File: config.mk
export PLATFORM = sky130hd
export DESIGN_NAME = ordered_unique_seqnum_list
export DESIGN_NICKNAME = d
export VERILOG_FILES = /design/src/ousl_pkg.sv /design/src/ousl_ram.sv /design/src/ordered_unique_seqnum_list.sv
export SDC_FILE = /design/constraint.sdc
export NUM_CORES = 1
export LEC_CHECK = 0
export ABC_CLOCK_PERIOD_IN_PS = 4600
export BUFFER_PORTS_ARGS = -buffer_cell sky130_fd_sc_hd__buf_2
export CAP_MARGIN = 10
export CORE_MARGIN = 1
export CORE_UTILIZATION = 30
export CTS_CLUSTER_SIZE = 20
export DETAILED_ROUTE_END_ITERATION = 8
export GPL_TIMING_DRIVEN = 0
export PLACE_DENSITY = 0.43
export SYNTH_ARGS = -nofsm -noshare
export SYNTH_HDL_FRONTEND = slang
export SYNTH_SLANG_ARGS = --single-unit
export TNS_END_PERCENT = 1
File: constraint.sdc
create_clock -name clk_i -period 4.6 [get_ports clk_i]
set_input_delay 0.46 -clock clk_i [delete_from_list [all_inputs] [get_ports clk_i]]
set_output_delay 0.46 -clock clk_i [all_outputs]
set_load 0.02 [all_outputs]
File: src/ousl_pkg.sv
`timescale 1ns / 1ps
`default_nettype none

package ousl_pkg;

  // default list capacity
  localparam int unsigned DEF_CAPACITY = 64;

  // fixed field widths
  localparam int unsigned VALUE_W   = 16;
  localparam int unsigned CMD_W     = 3;
  localparam int unsigned POS_W     = 7;
  localparam int unsigned STATUS_W  = 3;
  localparam int unsigned COUNT_W   = 7;

  // value reported when there is none
  localparam logic [VALUE_W-1:0] NONE_VALUE = 16'hffff;

  // command codes
  localparam logic [CMD_W-1:0] CMD_INSERT = 3'd0;
  localparam logic [CMD_W-1:0] CMD_DELETE = 3'd1;
  localparam logic [CMD_W-1:0] CMD_POP    = 3'd2;
  localparam logic [CMD_W-1:0] CMD_FIND   = 3'd3;
  localparam logic [CMD_W-1:0] CMD_GET    = 3'd4;
  localparam logic [CMD_W-1:0] CMD_CLEAR  = 3'd5;

  // status codes
  localparam logic [STATUS_W-1:0] STAT_OK        = 3'd0;
  localparam logic [STATUS_W-1:0] STAT_NOT_FOUND = 3'd1;
  localparam logic [STATUS_W-1:0] STAT_EMPTY     = 3'd2;
  localparam logic [STATUS_W-1:0] STAT_FULL      = 3'd3;
  localparam logic [STATUS_W-1:0] STAT_DUP       = 3'd4;

  // sequencer states
  typedef enum logic [3:0] {
    ST_IDLE   = 4'b0001,
    ST_SEARCH = 4'b0010,
    ST_SHIFT  = 4'b0100,
    ST_READ   = 4'b1000
  } state_e;

endpackage

`default_nettype wire

File: src/ousl_ram.sv
`timescale 1ns / 1ps
`default_nettype none

module ousl_ram #(
  parameter int unsigned WIDTH = 16,
  parameter int unsigned DEPTH = 64,
  localparam int unsigned AW   = $clog2(DEPTH)
) (
  input  wire logic             clk_i,
  input  wire logic             we_i,
  input  wire logic [AW-1:0]    waddr_i,
  input  wire logic [WIDTH-1:0] wdata_i,
  input  wire logic [AW-1:0]    raddr_i,
  output logic      [WIDTH-1:0] rdata_o
);

  logic [WIDTH-1:0] mem_q [DEPTH];

  // one write port, one registered read port
  always_ff @(posedge clk_i) begin
    if (we_i) begin
      mem_q[waddr_i] <= wdata_i;
    end
    rdata_o <= mem_q[raddr_i];
  end

endmodule

`default_nettype wire

File: src/ordered_unique_seqnum_list.sv
`timescale 1ns / 1ps
`default_nettype none

// Insertion-ordered list of unique 16-bit sequence numbers held in one RAM of CAPACITY
// entries. A command is taken when start_i is high and busy_o is low; its result shows
// for one cycle with done_o high and cannot be held off by the receiver. Clear, unused
// codes, any command on an empty list and get_ith past the last entry finish straight
// from idle; get_ith inside the list first reads its entry from the RAM. Insert, find
// and delete search the list one entry per cycle through the single RAM read port, so
// an insert into a full list searches the whole list for a duplicate before it reports
// full. A delete then closes the gap by moving every later entry down, one per cycle.
// Delete_first reads the head and shifts the same way. No clearing pass follows reset:
// only the first count entries are ever read.
module ordered_unique_seqnum_list #(
  parameter int unsigned CAPACITY = ousl_pkg::DEF_CAPACITY
) (
  input  wire logic                           clk_i,
  input  wire logic                           rst_ni,
  input  wire logic                           start_i,
  output logic                                busy_o,
  input  wire logic [ousl_pkg::CMD_W-1:0]     command_i,
  input  wire logic [ousl_pkg::VALUE_W-1:0]   value_i,
  input  wire logic [ousl_pkg::POS_W-1:0]     position_i,
  output logic                                done_o,
  output logic      [ousl_pkg::VALUE_W-1:0]   result_value_o,
  output logic      [ousl_pkg::STATUS_W-1:0]  status_o,
  output logic      [ousl_pkg::COUNT_W-1:0]   count_o
);

  import ousl_pkg::*;

  localparam int unsigned AW = $clog2(CAPACITY);
  localparam int unsigned OW = $clog2(CAPACITY + 1);
  localparam int unsigned PW = (OW > POS_W) ? OW : POS_W;

  state_e               state_q, state_d;
  logic [CMD_W-1:0]     cmd_q, cmd_d;
  logic [VALUE_W-1:0]   val_q, val_d;
  logic [AW-1:0]        idx_q, idx_d;
  logic [OW-1:0]        occ_q, occ_d;
  logic                 done_q, done_d;
  logic [VALUE_W-1:0]   res_q, res_d;
  logic [STATUS_W-1:0]  status_q, status_d;

  logic                 ram_we;
  logic [AW-1:0]        ram_waddr;
  logic [VALUE_W-1:0]   ram_wdata;
  logic [AW-1:0]        ram_raddr;
  logic [VALUE_W-1:0]   ram_rdata;

  logic [PW-1:0]        pos_eff;
  logic [PW-1:0]        occ_ext;
  logic                 hit;
  logic                 last;
  logic                 shift_end;

  // entry store
  ousl_ram #(
    .WIDTH (VALUE_W),
    .DEPTH (CAPACITY)
  ) u_ram (
    .clk_i   (clk_i),
    .we_i    (ram_we),
    .waddr_i (ram_waddr),
    .wdata_i (ram_wdata),
    .raddr_i (ram_raddr),
    .rdata_o (ram_rdata)
  );

  // position 0 acts as 1
  assign pos_eff = (position_i == '0) ? PW'(1) : PW'(position_i);
  assign occ_ext = PW'(occ_q);

  // search and shift progress
  assign hit       = (cmd_q == CMD_POP) || (ram_rdata == val_q);
  assign last      = (OW'(idx_q) + OW'(1)) == occ_q;
  assign shift_end = (OW'(idx_q) + OW'(2)) == occ_q;

  // sequencer
  always_comb begin
    state_d   = state_q;
    cmd_d     = cmd_q;
    val_d     = val_q;
    idx_d     = idx_q;
    occ_d     = occ_q;
    done_d    = 1'b0;
    res_d     = res_q;
    status_d  = status_q;
    ram_we    = 1'b0;
    ram_waddr = idx_q;
    ram_wdata = ram_rdata;
    ram_raddr = idx_q + AW'(1);

    case (state_q)
      ST_IDLE: begin
        ram_raddr = '0;
        if (start_i) begin
          cmd_d = command_i;
          val_d = value_i;
          idx_d = '0;
          case (command_i)
            CMD_INSERT: begin
              if (occ_q == '0) begin
                ram_we    = 1'b1;
                ram_waddr = '0;
                ram_wdata = value_i;
                occ_d     = OW'(1);
                done_d    = 1'b1;
                res_d     = value_i;
                status_d  = STAT_OK;
              end else begin
                state_d = ST_SEARCH;
              end
            end
            CMD_DELETE, CMD_FIND, CMD_POP: begin
              if (occ_q == '0) begin
                done_d   = 1'b1;
                res_d    = NONE_VALUE;
                status_d = STAT_EMPTY;
              end else begin
                state_d = ST_SEARCH;
              end
            end
            CMD_GET: begin
              if (occ_q == '0) begin
                done_d   = 1'b1;
                res_d    = NONE_VALUE;
                status_d = STAT_EMPTY;
              end else if (pos_eff > occ_ext) begin
                done_d   = 1'b1;
                res_d    = NONE_VALUE;
                status_d = STAT_NOT_FOUND;
              end else begin
                ram_raddr = AW'(pos_eff - PW'(1));
                state_d   = ST_READ;
              end
            end
            CMD_CLEAR: begin
              occ_d    = '0;
              done_d   = 1'b1;
              res_d    = NONE_VALUE;
              status_d = STAT_OK;
            end
            default: begin
              done_d   = 1'b1;
              res_d    = NONE_VALUE;
              status_d = STAT_OK;
            end
          endcase
        end
      end

      // ram_rdata holds entry idx_q, next entry already being read
      ST_SEARCH: begin
        if (hit) begin
          case (cmd_q)
            CMD_INSERT: begin
              done_d   = 1'b1;
              res_d    = val_q;
              status_d = STAT_DUP;
              state_d  = ST_IDLE;
            end
            CMD_FIND: begin
              done_d   = 1'b1;
              res_d    = val_q;
              status_d = STAT_OK;
              state_d  = ST_IDLE;
            end
            default: begin
              val_d = ram_rdata;
              if (last) begin
                occ_d    = occ_q - OW'(1);
                done_d   = 1'b1;
                res_d    = ram_rdata;
                status_d = STAT_OK;
                state_d  = ST_IDLE;
              end else begin
                state_d = ST_SHIFT;
              end
            end
          endcase
        end else if (last) begin
          done_d  = 1'b1;
          state_d = ST_IDLE;
          if (cmd_q == CMD_INSERT) begin
            if (occ_q == OW'(CAPACITY)) begin
              res_d    = NONE_VALUE;
              status_d = STAT_FULL;
            end else begin
              ram_we    = 1'b1;
              ram_waddr = AW'(occ_q);
              ram_wdata = val_q;
              occ_d     = occ_q + OW'(1);
              res_d     = val_q;
              status_d  = STAT_OK;
            end
          end else begin
            res_d    = NONE_VALUE;
            status_d = STAT_NOT_FOUND;
          end
        end else begin
          idx_d = idx_q + AW'(1);
        end
      end

      // move entry idx_q+1 down to idx_q
      ST_SHIFT: begin
        ram_we    = 1'b1;
        ram_waddr = idx_q;
        ram_wdata = ram_rdata;
        ram_raddr = idx_q + AW'(2);
        if (shift_end) begin
          occ_d    = occ_q - OW'(1);
          done_d   = 1'b1;
          res_d    = val_q;
          status_d = STAT_OK;
          state_d  = ST_IDLE;
        end else begin
          idx_d = idx_q + AW'(1);
        end
      end

      ST_READ: begin
        done_d   = 1'b1;
        res_d    = ram_rdata;
        status_d = STAT_OK;
        state_d  = ST_IDLE;
      end

      default: begin
        state_d = ST_IDLE;
      end
    endcase
  end

  // control state
  always_ff @(posedge clk_i or negedge rst_ni) begin
    if (!rst_ni) begin
      state_q <= ST_IDLE;
      occ_q   <= '0;
      done_q  <= 1'b0;
    end else begin
      state_q <= state_d;
      occ_q   <= occ_d;
      done_q  <= done_d;
    end
  end

  // item and result payload
  always_ff @(posedge clk_i) begin
    cmd_q    <= cmd_d;
    val_q    <= val_d;
    idx_q    <= idx_d;
    res_q    <= res_d;
    status_q <= status_d;
  end

  assign busy_o         = (state_q != ST_IDLE);
  assign done_o         = done_q;
  assign result_value_o = res_q;
  assign status_o       = status_q;
  assign count_o        = COUNT_W'(occ_q);

  // a result only appears once the sequencer is back in idle
  assert property (@(posedge clk_i) disable iff (!rst_ni)
    done_q |-> (state_q == ST_IDLE))
    else $error("result strobe while sequencer busy");

  // occupancy never exceeds the capacity
  assert property (@(posedge clk_i) disable iff (!rst_ni)
    occ_q <= OW'(CAPACITY))
    else $error("occupancy beyond capacity");

  // the search pointer stays inside the occupied part of the list
  assert property (@(posedge clk_i) disable iff (!rst_ni)
    (state_q == ST_SEARCH) |-> (OW'(idx_q) < occ_q))
    else $error("search pointer past last entry");

  // a gap shift ends with one entry fewer
  assert property (@(posedge clk_i) disable iff (!rst_ni)
    ((state_q == ST_SHIFT) && shift_end) |=> (occ_q == $past(occ_q) - OW'(1)))
    else $error("shift did not shrink the list");

endmodule

`default_nettype wire

# --- Yosys cells after proc, flatten, opt, wreduce, memory -nomap -nowiden ---
# Memories as Yosys holds them, arrays and structs flattened. A register that Yosys moved wholly into a read port is not among the register bits.
# Cells that the tools add are included.
totals:
  regBits: 56
  ram_bits: 1024
  inputBits: 29
  output_inout_bits: 28
  elab_cells: 173
  n_memories: 1
op_classes:
  addsub: 7
  n_lt_le_gt_ge: 1
  n_eq_ne: 38
  mux: 100
  n_reduce_logical: 18
memory_table:
  columns: ["name", "words", "word_bits", "read_ports", "rd_clocked_by_memory_dff", "wr", "line_no", "source"]
  rows:
  - ["u_ram.mem_q", 64, 16, 1, 1, 1, "ousl_ram.sv:17", "logic [WIDTH-1:0] mem_q [DEPTH];"]
op_table:
  columns: ["operator", "count"]
  rows:
  - ["16-bit 2-to-1 mux", 22]
  - ["6-bit 2-to-1 mux", 15]
  - ["7-bit 2-to-1 mux", 10]
  - ["16-bit one-hot mux with 2 select lines", 2]
  - ["16-bit one-hot mux with 4 select lines", 1]
  - ["16-bit one-hot mux with 3 select lines", 1]
  - ["3-bit 2-to-1 mux", 12]
  - ["3-bit != test, second input constant", 10]
  - ["4-bit 2-to-1 mux", 7]
  - ["6-bit one-hot mux with 2 select lines", 2]
  - ["7-bit one-hot mux with 3 select lines", 1]
  - ["6-bit one-hot mux with 3 select lines", 1]
  - ["16-bit equality test", 1]
  - ["1-bit 2-to-1 mux", 16]
  - ["2-bit != test, second input constant", 8]
  - ["8-bit AND reduction", 2]
  - ["7-bit equality test", 2]
  - ["7-bit logical NOT", 2]
  - ["7-bit one-hot mux with 2 select lines", 1]
  - ["3-bit by 2-bit equality test with 1-bit output, second input constant", 4]
  - ["3-bit one-hot mux with 4 select lines", 1]
  - ["4-bit one-hot mux with 3 select lines", 1]
  - ["3-bit one-hot mux with 3 select lines", 1]
  - ["9-bit AND reduction", 1]
  - ["other kinds (38)", 40]

# --- Depth between registers and ports, before layout ---
# Gate-level depths: netlist (run 1).
logic_depth:
  word_depth: 8
  mapped_depth: 17
  depth_no_buf: 12

# --- By module ---
# Synthesis (run 1) repeated with hierarchy kept, for this count alone.
hier_totals:
  hier_cells: 2325
  area_unflattened_um2: 44421.4
by_module_without_submodules:
  columns: ["module", "instances", "cells_per_inst", "area_per_inst_um2", "seq_area_each_um2"]
  rows:
  - ["ousl_ram", 1, 1820, 39978.3, 31069.8]
  - ["ordered_unique_seqnum_list", 1, 505, 4443.0, 1622.8]

# --- Least setup slack after synthesis (run 1) ---
# No wires, ideal clock.
synth_path:
  kind: "reg-to-reg"
  startpoint: "register occ_q[1] (netlist: count_o[1])"
  endpoint: "memory u_ram.mem_q[62][0], enable pin"
  setup_time_ps: 409
  arrival_ps: 3870
  required_time_ps: 4191
  path_slack_ps: 321
  stages_incl_launch_ff: 14
  path_buffers: 4
  synth_period_minus_slack_ps: 4279
  path_cell_list: "dfrtp_1 > clkbuf_1 > inv_1 > ha_1 > or3b_1 > buf_2 > nor2_1 > a21oi_1 > nor3b_2 > buf_2 > buf_2 > and3_1 > nor2_1 > nor3_1"
synth_via:
  elab_chain_len: 8
  elab_cells_between_ends: 21
  cone_classes: "eq/ne: 2; mux: 18; reduce/logical: 1"
synth_lines:
  columns: ["item", "line_no", "source"]
  rows:
  - ["start, declared", "ordered_unique_seqnum_list.sv:40", "logic [OW-1:0] occ_q, occ_d;"]
  - ["start signal, assigned", "ordered_unique_seqnum_list.sv:240", "occ_q <= '0;"]
  - ["start signal, assigned", "ordered_unique_seqnum_list.sv:244", "occ_q <= occ_d;"]
  - ["7-bit equality test", "ordered_unique_seqnum_list.sv:186", "if (occ_q == OW'(CAPACITY)) begin"]
  - ["1-bit 2-to-1 mux", "ordered_unique_seqnum_list.sv:186", null]
  - ["1-bit 2-to-1 mux", "ordered_unique_seqnum_list.sv:185", "if (cmd_q == CMD_INSERT) begin"]
  - ["1-bit 2-to-1 mux", "ordered_unique_seqnum_list.sv:182", "end else if (last) begin"]
  - ["1-bit 2-to-1 mux", "ordered_unique_seqnum_list.sv:155", "if (hit) begin"]
  - ["1-bit one-hot mux with 3 select lines", "ordered_unique_seqnum_list.sv:94", "case (state_q)"]
  - ["1-bit 2-to-1 mux", "ousl_ram.sv:21", "if (we_i) begin"]
  - ["1-bit 2-to-1 mux (implied by the code)", "ousl_ram.sv:22", "mem_q[waddr_i] <= wdata_i;"]
  - ["end, declared", "ousl_ram.sv:17", null]
# Parallel ways exist; a longest one is shown, timed or not.

# --- Final worst setup path (run 1) ---
layout_path:
  startpoint: "register occ_q[0] (netlist: count_o[0])"
  endpoint: "memory u_ram.mem_q[8][1], enable pin"
# Same word-level chain as after synthesis.

==> results by group, run 1 <==
Synthesis
  – Post-synthesis sequential element count: about 1.1k
  – List of most frequent post-synthesis cells: edfxtp_1 (1,068), nand2_1 (685), nand3_1 (439), a221oi_1 (177), nor2_1 (156)
  – Synthesized-area fraction occupied by xor and xnor cells: less than 1%
  – Synthesized-area fraction occupied by ao, oa, aoi and oai cells: a little under a tenth
  – Synthesized netlist net count: between 3k and 4k
  – Distinct cell type count after synthesis: 75
  – Asr flop ratio synth: under 10%
  – Post-synth EDFFs: ~1.1k
  – Number of warning messages in the yosys log: 0
  – Area share of the largest cell type after synthesis: 69.6%
  – Cell area after technology mapping: 46,100 um2
  – Most frequent cell after synthesis: edfxtp_1
  – Dominant combinational cell family by area after synthesis: simple AND/OR/NAND/NOR gates
  – Portion of netlist area occupied by mux cells: 1.93%
  – Average size of a mapped cell: 13.0 um2
  – Gate count after technology mapping: ~3.5k
  – Primary flip-flop cell chosen by synthesis mapping: edfxtp_1
  – Simple logic cell fraction of the synthesized area: 13.9%
  – Share of synthesized cell area in full adder, half adder and majority cells: less than 1%
  – Biggest area contributors in the synthesized netlist: edfxtp_1 (70%), nand2_1 (5.6%), nand3_1 (4.8%)
  – Yosys top cell by area: edfxtp_1
  – Sequential-to-total area share from yosys stat: a little under three quarters

Cells and area
  – Total Nets Final: ~3.9k
  – Area of combinational cells with multiple inputs: 12,800 um2
  – Fraction of layout cells with a size suffix above 1: between 10% and 20%
  – Sequential cell area: 32,700 um2
  – Fillcell total: roughly 15k
  – Non-Filler Cell Area, Final: roughly 55,000 um2
  – Number of standard cells in the final layout excluding fillers: 5,951
  – P&R area growth vs syn: 18.8%

GRT
  – Number of global-route vias before repair: 30.5k
  – GRT overflow: 0
  – Largest net degree at the start of global routing: between 60 and 70
  – Initial antenna violation count: 15
  – Global Route met3 Usage: 3.19%
  – Met1 Track Usage GR: around 29%
  – Met2 global-route usage: around a third
  – First-pass GRT wire length: between 200,000 and 250,000 um
  – Global-route usage over all layers: approximately a fifth
  – Global-route layer with the greatest usage: met2

STA
  – Setup slack of the critical path after layout: -0.00647 ns
  – Period minus WS final: about 4.6 ns
  – Final setup vio count: 3
  – Max_slew headroom: roughly 25%
  – Count of final hold-check violations: 0
  – Worst Tran Pin Value: 1.11 ns
  – Maximum frequency from static timing analysis: 0.217 GHz
  – Count of final max-slew check failures: 0
  – RSZ-0062 raised after global routing: true
  – Crit share post-route: 100%
  – Skew final: about 0.029 ns

Pwr
  – Leakage Power: 17.9 nW
  – Pwr dens: approximately 600 nW/um2
  – Power, Total: between 0.03 and 0.04 W
  – Worst vdd rail ir drop: between 0.0004 and 0.0005 V

Clock network
  – Worst-path clk slew: about 0.060 ns
  – Number of clock sinks: ~1.1k
  – Number of clock buffers inserted by TritonCTS: about 120
  – Clock tree from TritonCTS: built
  – Buffer levels on the longest clock path: 3
  – Clock tree root driver cell: clkbuf_16
  – Skew-Pair Late Insertion Delay: 0.73 ns
  – Maximum level of the CTS H-tree: 3

Outcome
  – Outcome: complete, but fails checks
  – Failing checks: setup timing

Worst setup path
  – Type of element capturing the critical path: register
  – Critical-path maximum fanout: 16
  – Critical path, cell by cell: clkbuf_4, inv_4, ha_2, or3b_1, buf_2, nor2_1, a21oi_1, nor3b_4, buf_2, buf_2, nand2_1, o21ai_0, buf_2, nand2b_2, nor2_4
  – Reg2Reg Launch Point: count_o[0]
  – Crit Reg-Reg Endpoint: u_ram.mem_q[8][1]
  – Highest-delay cell along the critical path: nor2_4
  – Data arrival time of the critical path: 4.96 ns
  – Most frequent cell on the critical path: buf_2
  – Classification of the worst setup path: register to register
  – Req. time, crit path: just under 5 ns
  – Delay of the slowest critical-path stage: between 0.5 and 0.6 ns
  – Cells on worst reg2reg path: 15
  – Startpoint type of the worst setup path: register
  – Flop-to-flop setup slack: -0.006 ns

Die
  – Std-Cell Rows: 143
  – Die extent in x: 394 um
  – Chip Height: 394 um
  – Effective utilization at floorplan: a little over 30%
  – Core box area: ~150,000 um2
  – I/O Pins: 57
  – Die Footprint: about 160,000 um2

Detailed routing
  – Count of antenna-violating nets left after detailed routing: 0
  – DRT Pass-1 Iters: 6
  – Ratio of routed vias to standard cells: about 5.3
  – DRC violation count after routing: 0
  – Post-DR wirelength/cell: about 27 um
  – Total vias in the final route: 31.7k
  – Total routed wirelength: roughly 160,000 um
  – Violation count after the first detailed-route iteration: 3,152

Place
  – Placer's final routability congestion estimate: between 0.8 and 0.9
  – Count of buffers inserted at the top-level ports: between 50 and 60
  – Placed Cells: around 5.7k
  – Area after detailed placement: roughly 50,000 um2
  – Half-perimeter wire length after detailed placement: roughly 110,000 um

Job
  – Maximum Capacitance Violations: 0

Min path
  – WHS Path Cells: 3
  – Hold WC Path Type: input pin to register
  – Endpoint with the worst hold slack: val_q[4]
  – Hold Crit Start: value_i[4]
[state kept, by name (all words and copies together), names as in the netlist]
name            flops
done_o              1
u_ram.rdata_o      16
result_value_o     16
state_q             4
cmd_q               3
idx_q               6
count_o             7
val_q              16
status_o            3
u_ram.mem_q      1024
[how the worst max path moves through the flow]
stage | start | end | slack (ns) | cells past startpoint
2_1_floorplan | count_o[1] | u_ram.mem_q[62][0] | 0.32 | 13
3_3_place_gp | count_o[0] | u_ram.mem_q[3][6] | -2.94 | 14
3_5_place_dp | count_o[0] | u_ram.mem_q[0][2] | -1.0 | 12
4_1_cts | count_o[0] | u_ram.rdata_o[5] | -0.05 | 16
5_1_grt | count_o[0] | u_ram.mem_q[10][2] | -0.08 | 14
6_report | count_o[0] | u_ram.mem_q[8][1] | -0.006 | 15
[power breakdown]
| group | internal (W) | total (W) | leakage, nW | switching (W) |
|---|---|---|---|---|
| registers | 0.0126 | 0.0128 | 9.88 | 0.000201 |
| clock network | 0.00517 | 0.00914 | 1.77 | 0.00396 |
| logic | 0.00267 | 0.0109 | 6.24 | 0.00826 |
[cells in the final DEF (no fill, tap or decap), types with 9 or more instances in the layout]
cell and count:
a21oi_1 66, a21oi_2 9, a221oi_1 169, a22oi_1 36, a31oi_1 65, buf_1 11, buf_12 12, buf_2 155
buf_4 49, buf_6 15, buf_8 43, clkbuf_1 102, clkbuf_16 118, clkbuf_2 34, clkbuf_4 12, clkinv_1 29
clkinv_2 21, dfxtp_1 16, dlygate4sd3_1 10, edfxtp_1 1068, ha_1 10, inv_1 12, mux2_2 16, mux2i_1 71
nand2_1 668, nand2_4 10, nand3_1 439, nand4_1 67, nor2_1 91, nor2_2 46, nor2_4 21, nor3_1 20
o211a_1 32, o211ai_1 47, o21ai_0 41, o21ai_1 25, o221ai_1 16, o22ai_1 39, xnor2_1 26, xor2_1 10
[kinds of logic after synthesis]
logic type / Yosys count
and+or+nand+nor: 1437
DFF: 1096
AOI/OAI and AO/OA: 599
buffers and inverters: 283
muxes: 87
xor gates and xnor gates: 36
adders and majority gates: 11
[metal layers]
metal | vias to the layer above | wire length (um)
met5 | - | 32
met4 | 4 | 4850
met3 | 203 | 10300
met2 | 1071 | 74600
met1 | 16189 | 73100
li1 | 14195 | -
[final cells by class]
| cell class | count | area share [%] |
|---|---|---|
| timing repair buffer | 157 | 3.12 |
| inverter | 15 | 0.107 |
| multi-input combinational | 2170 | 23.3 |
| buffer | 266 | 2.49 |
| sequential | 1096 | 59.7 |
| clock inverter | 66 | 0.982 |
| clock buffer | 148 | 5.65 |
| antenna | 3 | 0.0137 |
| tap | 2030 | 4.64 |
[worst max-delay path, delay by kind of cell, from the launching register on]
kind	cells	cell delay, ns
AND/OR/NAND/NOR	6	2.01
buffers and inverters	6	1.15
AO/OA/AOI/OAI	2	0.43
flip-flops	1	0.42
adder cells (fa/ha/maj)	1	0.20
[metrics by stage]
stage	TNS, ns	util [%]	hold WS, ns	setup slack [ns]
floorplan	0	-	0.164	0.321
global placement	-4017.48	32.1	0.390	-2.94
detailed placement	-924.68	33.0	0.390	-0.998
CTS	-0.150	35.8	0.00136	-0.0454
global route	-12.71	36.0	0.0450	-0.0832
finish	-0.00764	36.0	0.0562	-0.00647
[repair_timing]
item	CTS	global route
endpoints found under the hold margin	22	0
pin swaps	20	20
setup buffers	14	11
hold buffers	10	0
resized for setup	115	59
setup endpoints to repair	1912	792
No activity file was read; power rests on OpenSTA's default activity.
==> run 2: changes to the inputs <==
- ABC_AREA: default -> 1
- CELL_PAD_IN_SITES_DETAIL_PLACEMENT: default -> 0
- CELL_PAD_IN_SITES_GLOBAL_PLACEMENT: default -> 1
- PLACE_DENSITY: 0.43 -> 0.51
- RECOVER_POWER: default -> 100
==> run 2 against run 1 <==
The run now ends clean. Final cell count grew 21%. Non-clock buffer count grew 84. Sequential cell count is the same. Setup slack improved by 0.028 ns. Via count up 12%. Global-route usage rose by 1.3 points. Synthesized cell count rose by 29%. Sequential share of layout area decreased by 3.9 points. Core utilization is essentially flat. Critical path type unchanged. Highest routed layer is now met4.
==> results by group, run 2 <==
Synthesis
  – Number of warning messages in the yosys log: 0
  – Cell area after technology mapping: 49,200 um2
  – Gate count after technology mapping: between 4k and 5k
  – Area share of the largest cell type after synthesis: around 65%
  – Yosys top cell by area: edfxtp_1
  – Average size of a mapped cell: ~11 um2
  – Post-synthesis sequential element count: roughly 1.1k
  – Biggest area contributors in the synthesized netlist: edfxtp_1 (65%), nand3_1 (10%), nand2_1 (8.8%)
  – Asr flop ratio synth: approximately 1.1%
  – Synthesized netlist net count: ~4.6k
  – Sequential-to-total area share from yosys stat: between 60% and 70%
  – Distinct cell type count after synthesis: 50
  – Primary flip-flop cell chosen by synthesis mapping: edfxtp_1
  – Post-synth EDFFs: 1,068
  – Most frequent cell after synthesis: nand2_1
  – List of most frequent post-synthesis cells: nand2_1 (1,158), edfxtp_1 (1,068), nand3_1 (1,022), inv_1 (356), nand3b_1 (210)

Detailed routing
  – Total vias in the final route: roughly 35k
  – Ratio of routed vias to standard cells: around 5
  – Count of antenna-violating nets left after detailed routing: 0
  – DRC violation count after routing: 0
  – Violation count after the first detailed-route iteration: between 3k and 4k
  – Met1 routed wirelength after detailed routing: 86,700 um
  – Routed wl met3: a little over 9000 um
  – Routed wire length on met2: slightly above 80,000 um
  – DRT Pass-1 Iters: 7
  – Total routed wirelength: between 150,000 and 200,000 um
  – Post-DR wirelength/cell: approximately 25 um
  – Top routing layer in use: met4

Die
  – Effective utilization at floorplan: about 30%
  – Die extent in x: 407 um
  – I/O Pins: 57
  – Std-Cell Rows: between 100 and 150
  – Chip Height: ~400 um
  – Die Footprint: 166,000 um2
  – Core box area: around 160,000 um2

Worst setup path
  – Highest-delay cell along the critical path: buf_1
  – Family with the most delay on the worst path: simple AND/OR/NAND/NOR gates
  – Critical path, cell by cell: inv_1, nand2_1, nor3_4, nor2_2, o21ai_2, buf_2, buf_1, nand3_1, nand2_1, nand2_1, nand3_1, nand3_1, nand3_1, nand3_1, nand2_1
  – Data arrival time of the critical path: about 5.3 ns
  – Beginning of the critical path: state_q[0]
  – Type of element capturing the critical path: register
  – Sum of buffers and inverters on the critical path: 3
  – Reg2Reg Launch Point: state_q[0]
  – Classification of the worst setup path: register to register
  – Startpoint type of the worst setup path: register
  – Delay of the slowest critical-path stage: ~0.85 ns
  – Most frequent cell on the critical path: nand3_1
  – Critical-path maximum fanout: 10
  – Req. time, crit path: ~5.3 ns

Cells and area
  – Largest register by flop count: u_ram.mem_q
  – P&R area growth vs syn: 19.2%
  – Most frequent standard cell in the layout excluding fill and tap cells: nand2_1
  – Non-Filler Cell Area, Final: 58,600 um2
  – Total Nets Final: between 4k and 5k
  – Number of standard cells in the final layout excluding fillers: 7,198
  – Leading cell types in the layout, fill and taps excluded: nand2_1 (1,155), edfxtp_1 (1,068), nand3_1 (1,014)
  – Fraction of layout cells with a size suffix above 1: 14.2%
  – Number of flip-flops under the largest register name: around 1.0k

GRT
  – Largest net degree at the start of global routing: 27
  – Global-route usage over all layers: a little over a fifth
  – Initial antenna violation count: 12
  – First-pass GRT wire length: approximately 260,000 um
  – GRT overflow: 0
  – Number of global-route vias before repair: 34.1k

STA
  – Setup TNS: 0 ns
  – Setup slack of the critical path after layout: 0.0212 ns
  – Period minus WS final: between 4 and 5 ns
  – Count of final max-slew check failures: 0
  – Skew final: 0.0306 ns
  – Crit share post-route: between 90% and 100%
  – Max_slew headroom: a little under a fifth
  – Count of final hold-check violations: 0
  – Worst Tran Pin Value: about 1.2 ns
  – Maximum frequency from static timing analysis: roughly 0.22 GHz
  – RSZ-0062 raised after global routing: true
  – Final setup vio count: 0

Clock network
  – Number of clock sinks: ~1.1k
  – Maximum level of the CTS H-tree: 4
  – Clock tree root driver cell: clkbuf_16
  – Clock tree from TritonCTS: built
  – Worst-path clk slew: around 0.06 ns
  – Buffer levels on the longest clock path: 3
  – Number of clock buffers inserted by TritonCTS: 132
  – Skew-Pair Late Insertion Delay: around 0.78 ns

Place
  – Half-perimeter wire length after detailed placement: between 100,000 and 150,000 um
  – Area after detailed placement: between 50,000 and 60,000 um2
  – Placed Cells: roughly 7.0k
  – Count of buffers inserted at the top-level ports: 56
  – DP Worst Slack: -0.530 ns
  – Placer's final routability congestion estimate: 0.910

Outcome
  – Outcome: completed

Job
  – Maximum Capacitance Violations: 0

Min path
  – Hold Crit Start: value_i[7]
  – Hold WC Path Type: input pin to register
-- run 2: changes by cell type in the layout (fill, tap and decap cells not counted), moves of 47 or more --
cell / before / now
buf_4: 49 / 96
inv_1: 12 / 357
nand2_1: 668 / 1155
a221oi_1: 169 / 0
mux2i_1: 71 / 0
nand4_1: 67 / 5
nand3_1: 439 / 1014
buf_2: 155 / 216
nand3b_1: 2 / 210
a31oi_1: 65 / 7
-- run 2: per-stage QoR --
step / util [%] / hold WS, ns
floorplan: - / 0.164
global placement: 32.1 / 0.358
finish: 36.0 / 0.0597
CTS: 36.0 / 0.00227
global route: 36.0 / 0.0384
detailed placement: 33.4 / 0.356
-- run 2: worst paths after layout --
path | endpoint | slack (ns) | depth (start not counted)
min in group asynchronous | count_o[3] | 0.24 | 2
max in group asynchronous | count_o[4] | 3.92 | 2
min | val_q[7] | 0.06 | 3
max reg2reg | u_ram.rdata_o[1] | 0.02 | 15
min reg2reg | state_q[2] | 0.60 | 2
max | u_ram.rdata_o[1] | 0.02 | 15
-- run 2: layout make-up --
type / count / area [um2]
Clock inverter: 60 / 443
Clock buffer: 173 / 3580
Sequential cell: 1096 / 32700
Inverter: 377 / 1420
Fill cell: 16238 / 104000
Buffer: 294 / 1550
Tap cell: 2175 / 2720
Multi-Input combinational cell: 2807 / 14000
Antenna cell: 3 / 7.51
Timing Repair Buffer: 213 / 2180
-- run 2: repair_timing --
item                                    CTS  global route
setup buffers                             0             0
hold endpoints to repair                 17             0
hold buffers                              5             0
resized for setup                        38            37
endpoints found under the setup margin  551           886
-- run 2: tightest hold or removal path: stages --
cell and delay, ns:
buf_2 0.10, inv_1 0.05, o21bai_1 0.13
-- run 2: cell families after synthesis --
family | synth area share (%)
fa+ha+maj | 0.280
xor+xnor | 0.603
simple gates | 24.1
flops | 66.5
buf+inv | 5.97
compound gates | 2.55
-- run 2: metal layers --
| layer | track usage (%) | vias up |
|---|---|---|
| li1 | - | 16612 |
| met1 | 32.1 | 17580 |
| met2 | 34.1 | 1029 |
| met3 | 2.72 | 201 |
| met4 | 6.11 | 0 |
| met5 | 0 | - |
Power of run 2 is left out: the tool's default activity adds up to more than one toggle a clock period on the data nets, which glitch-free logic cannot reach.
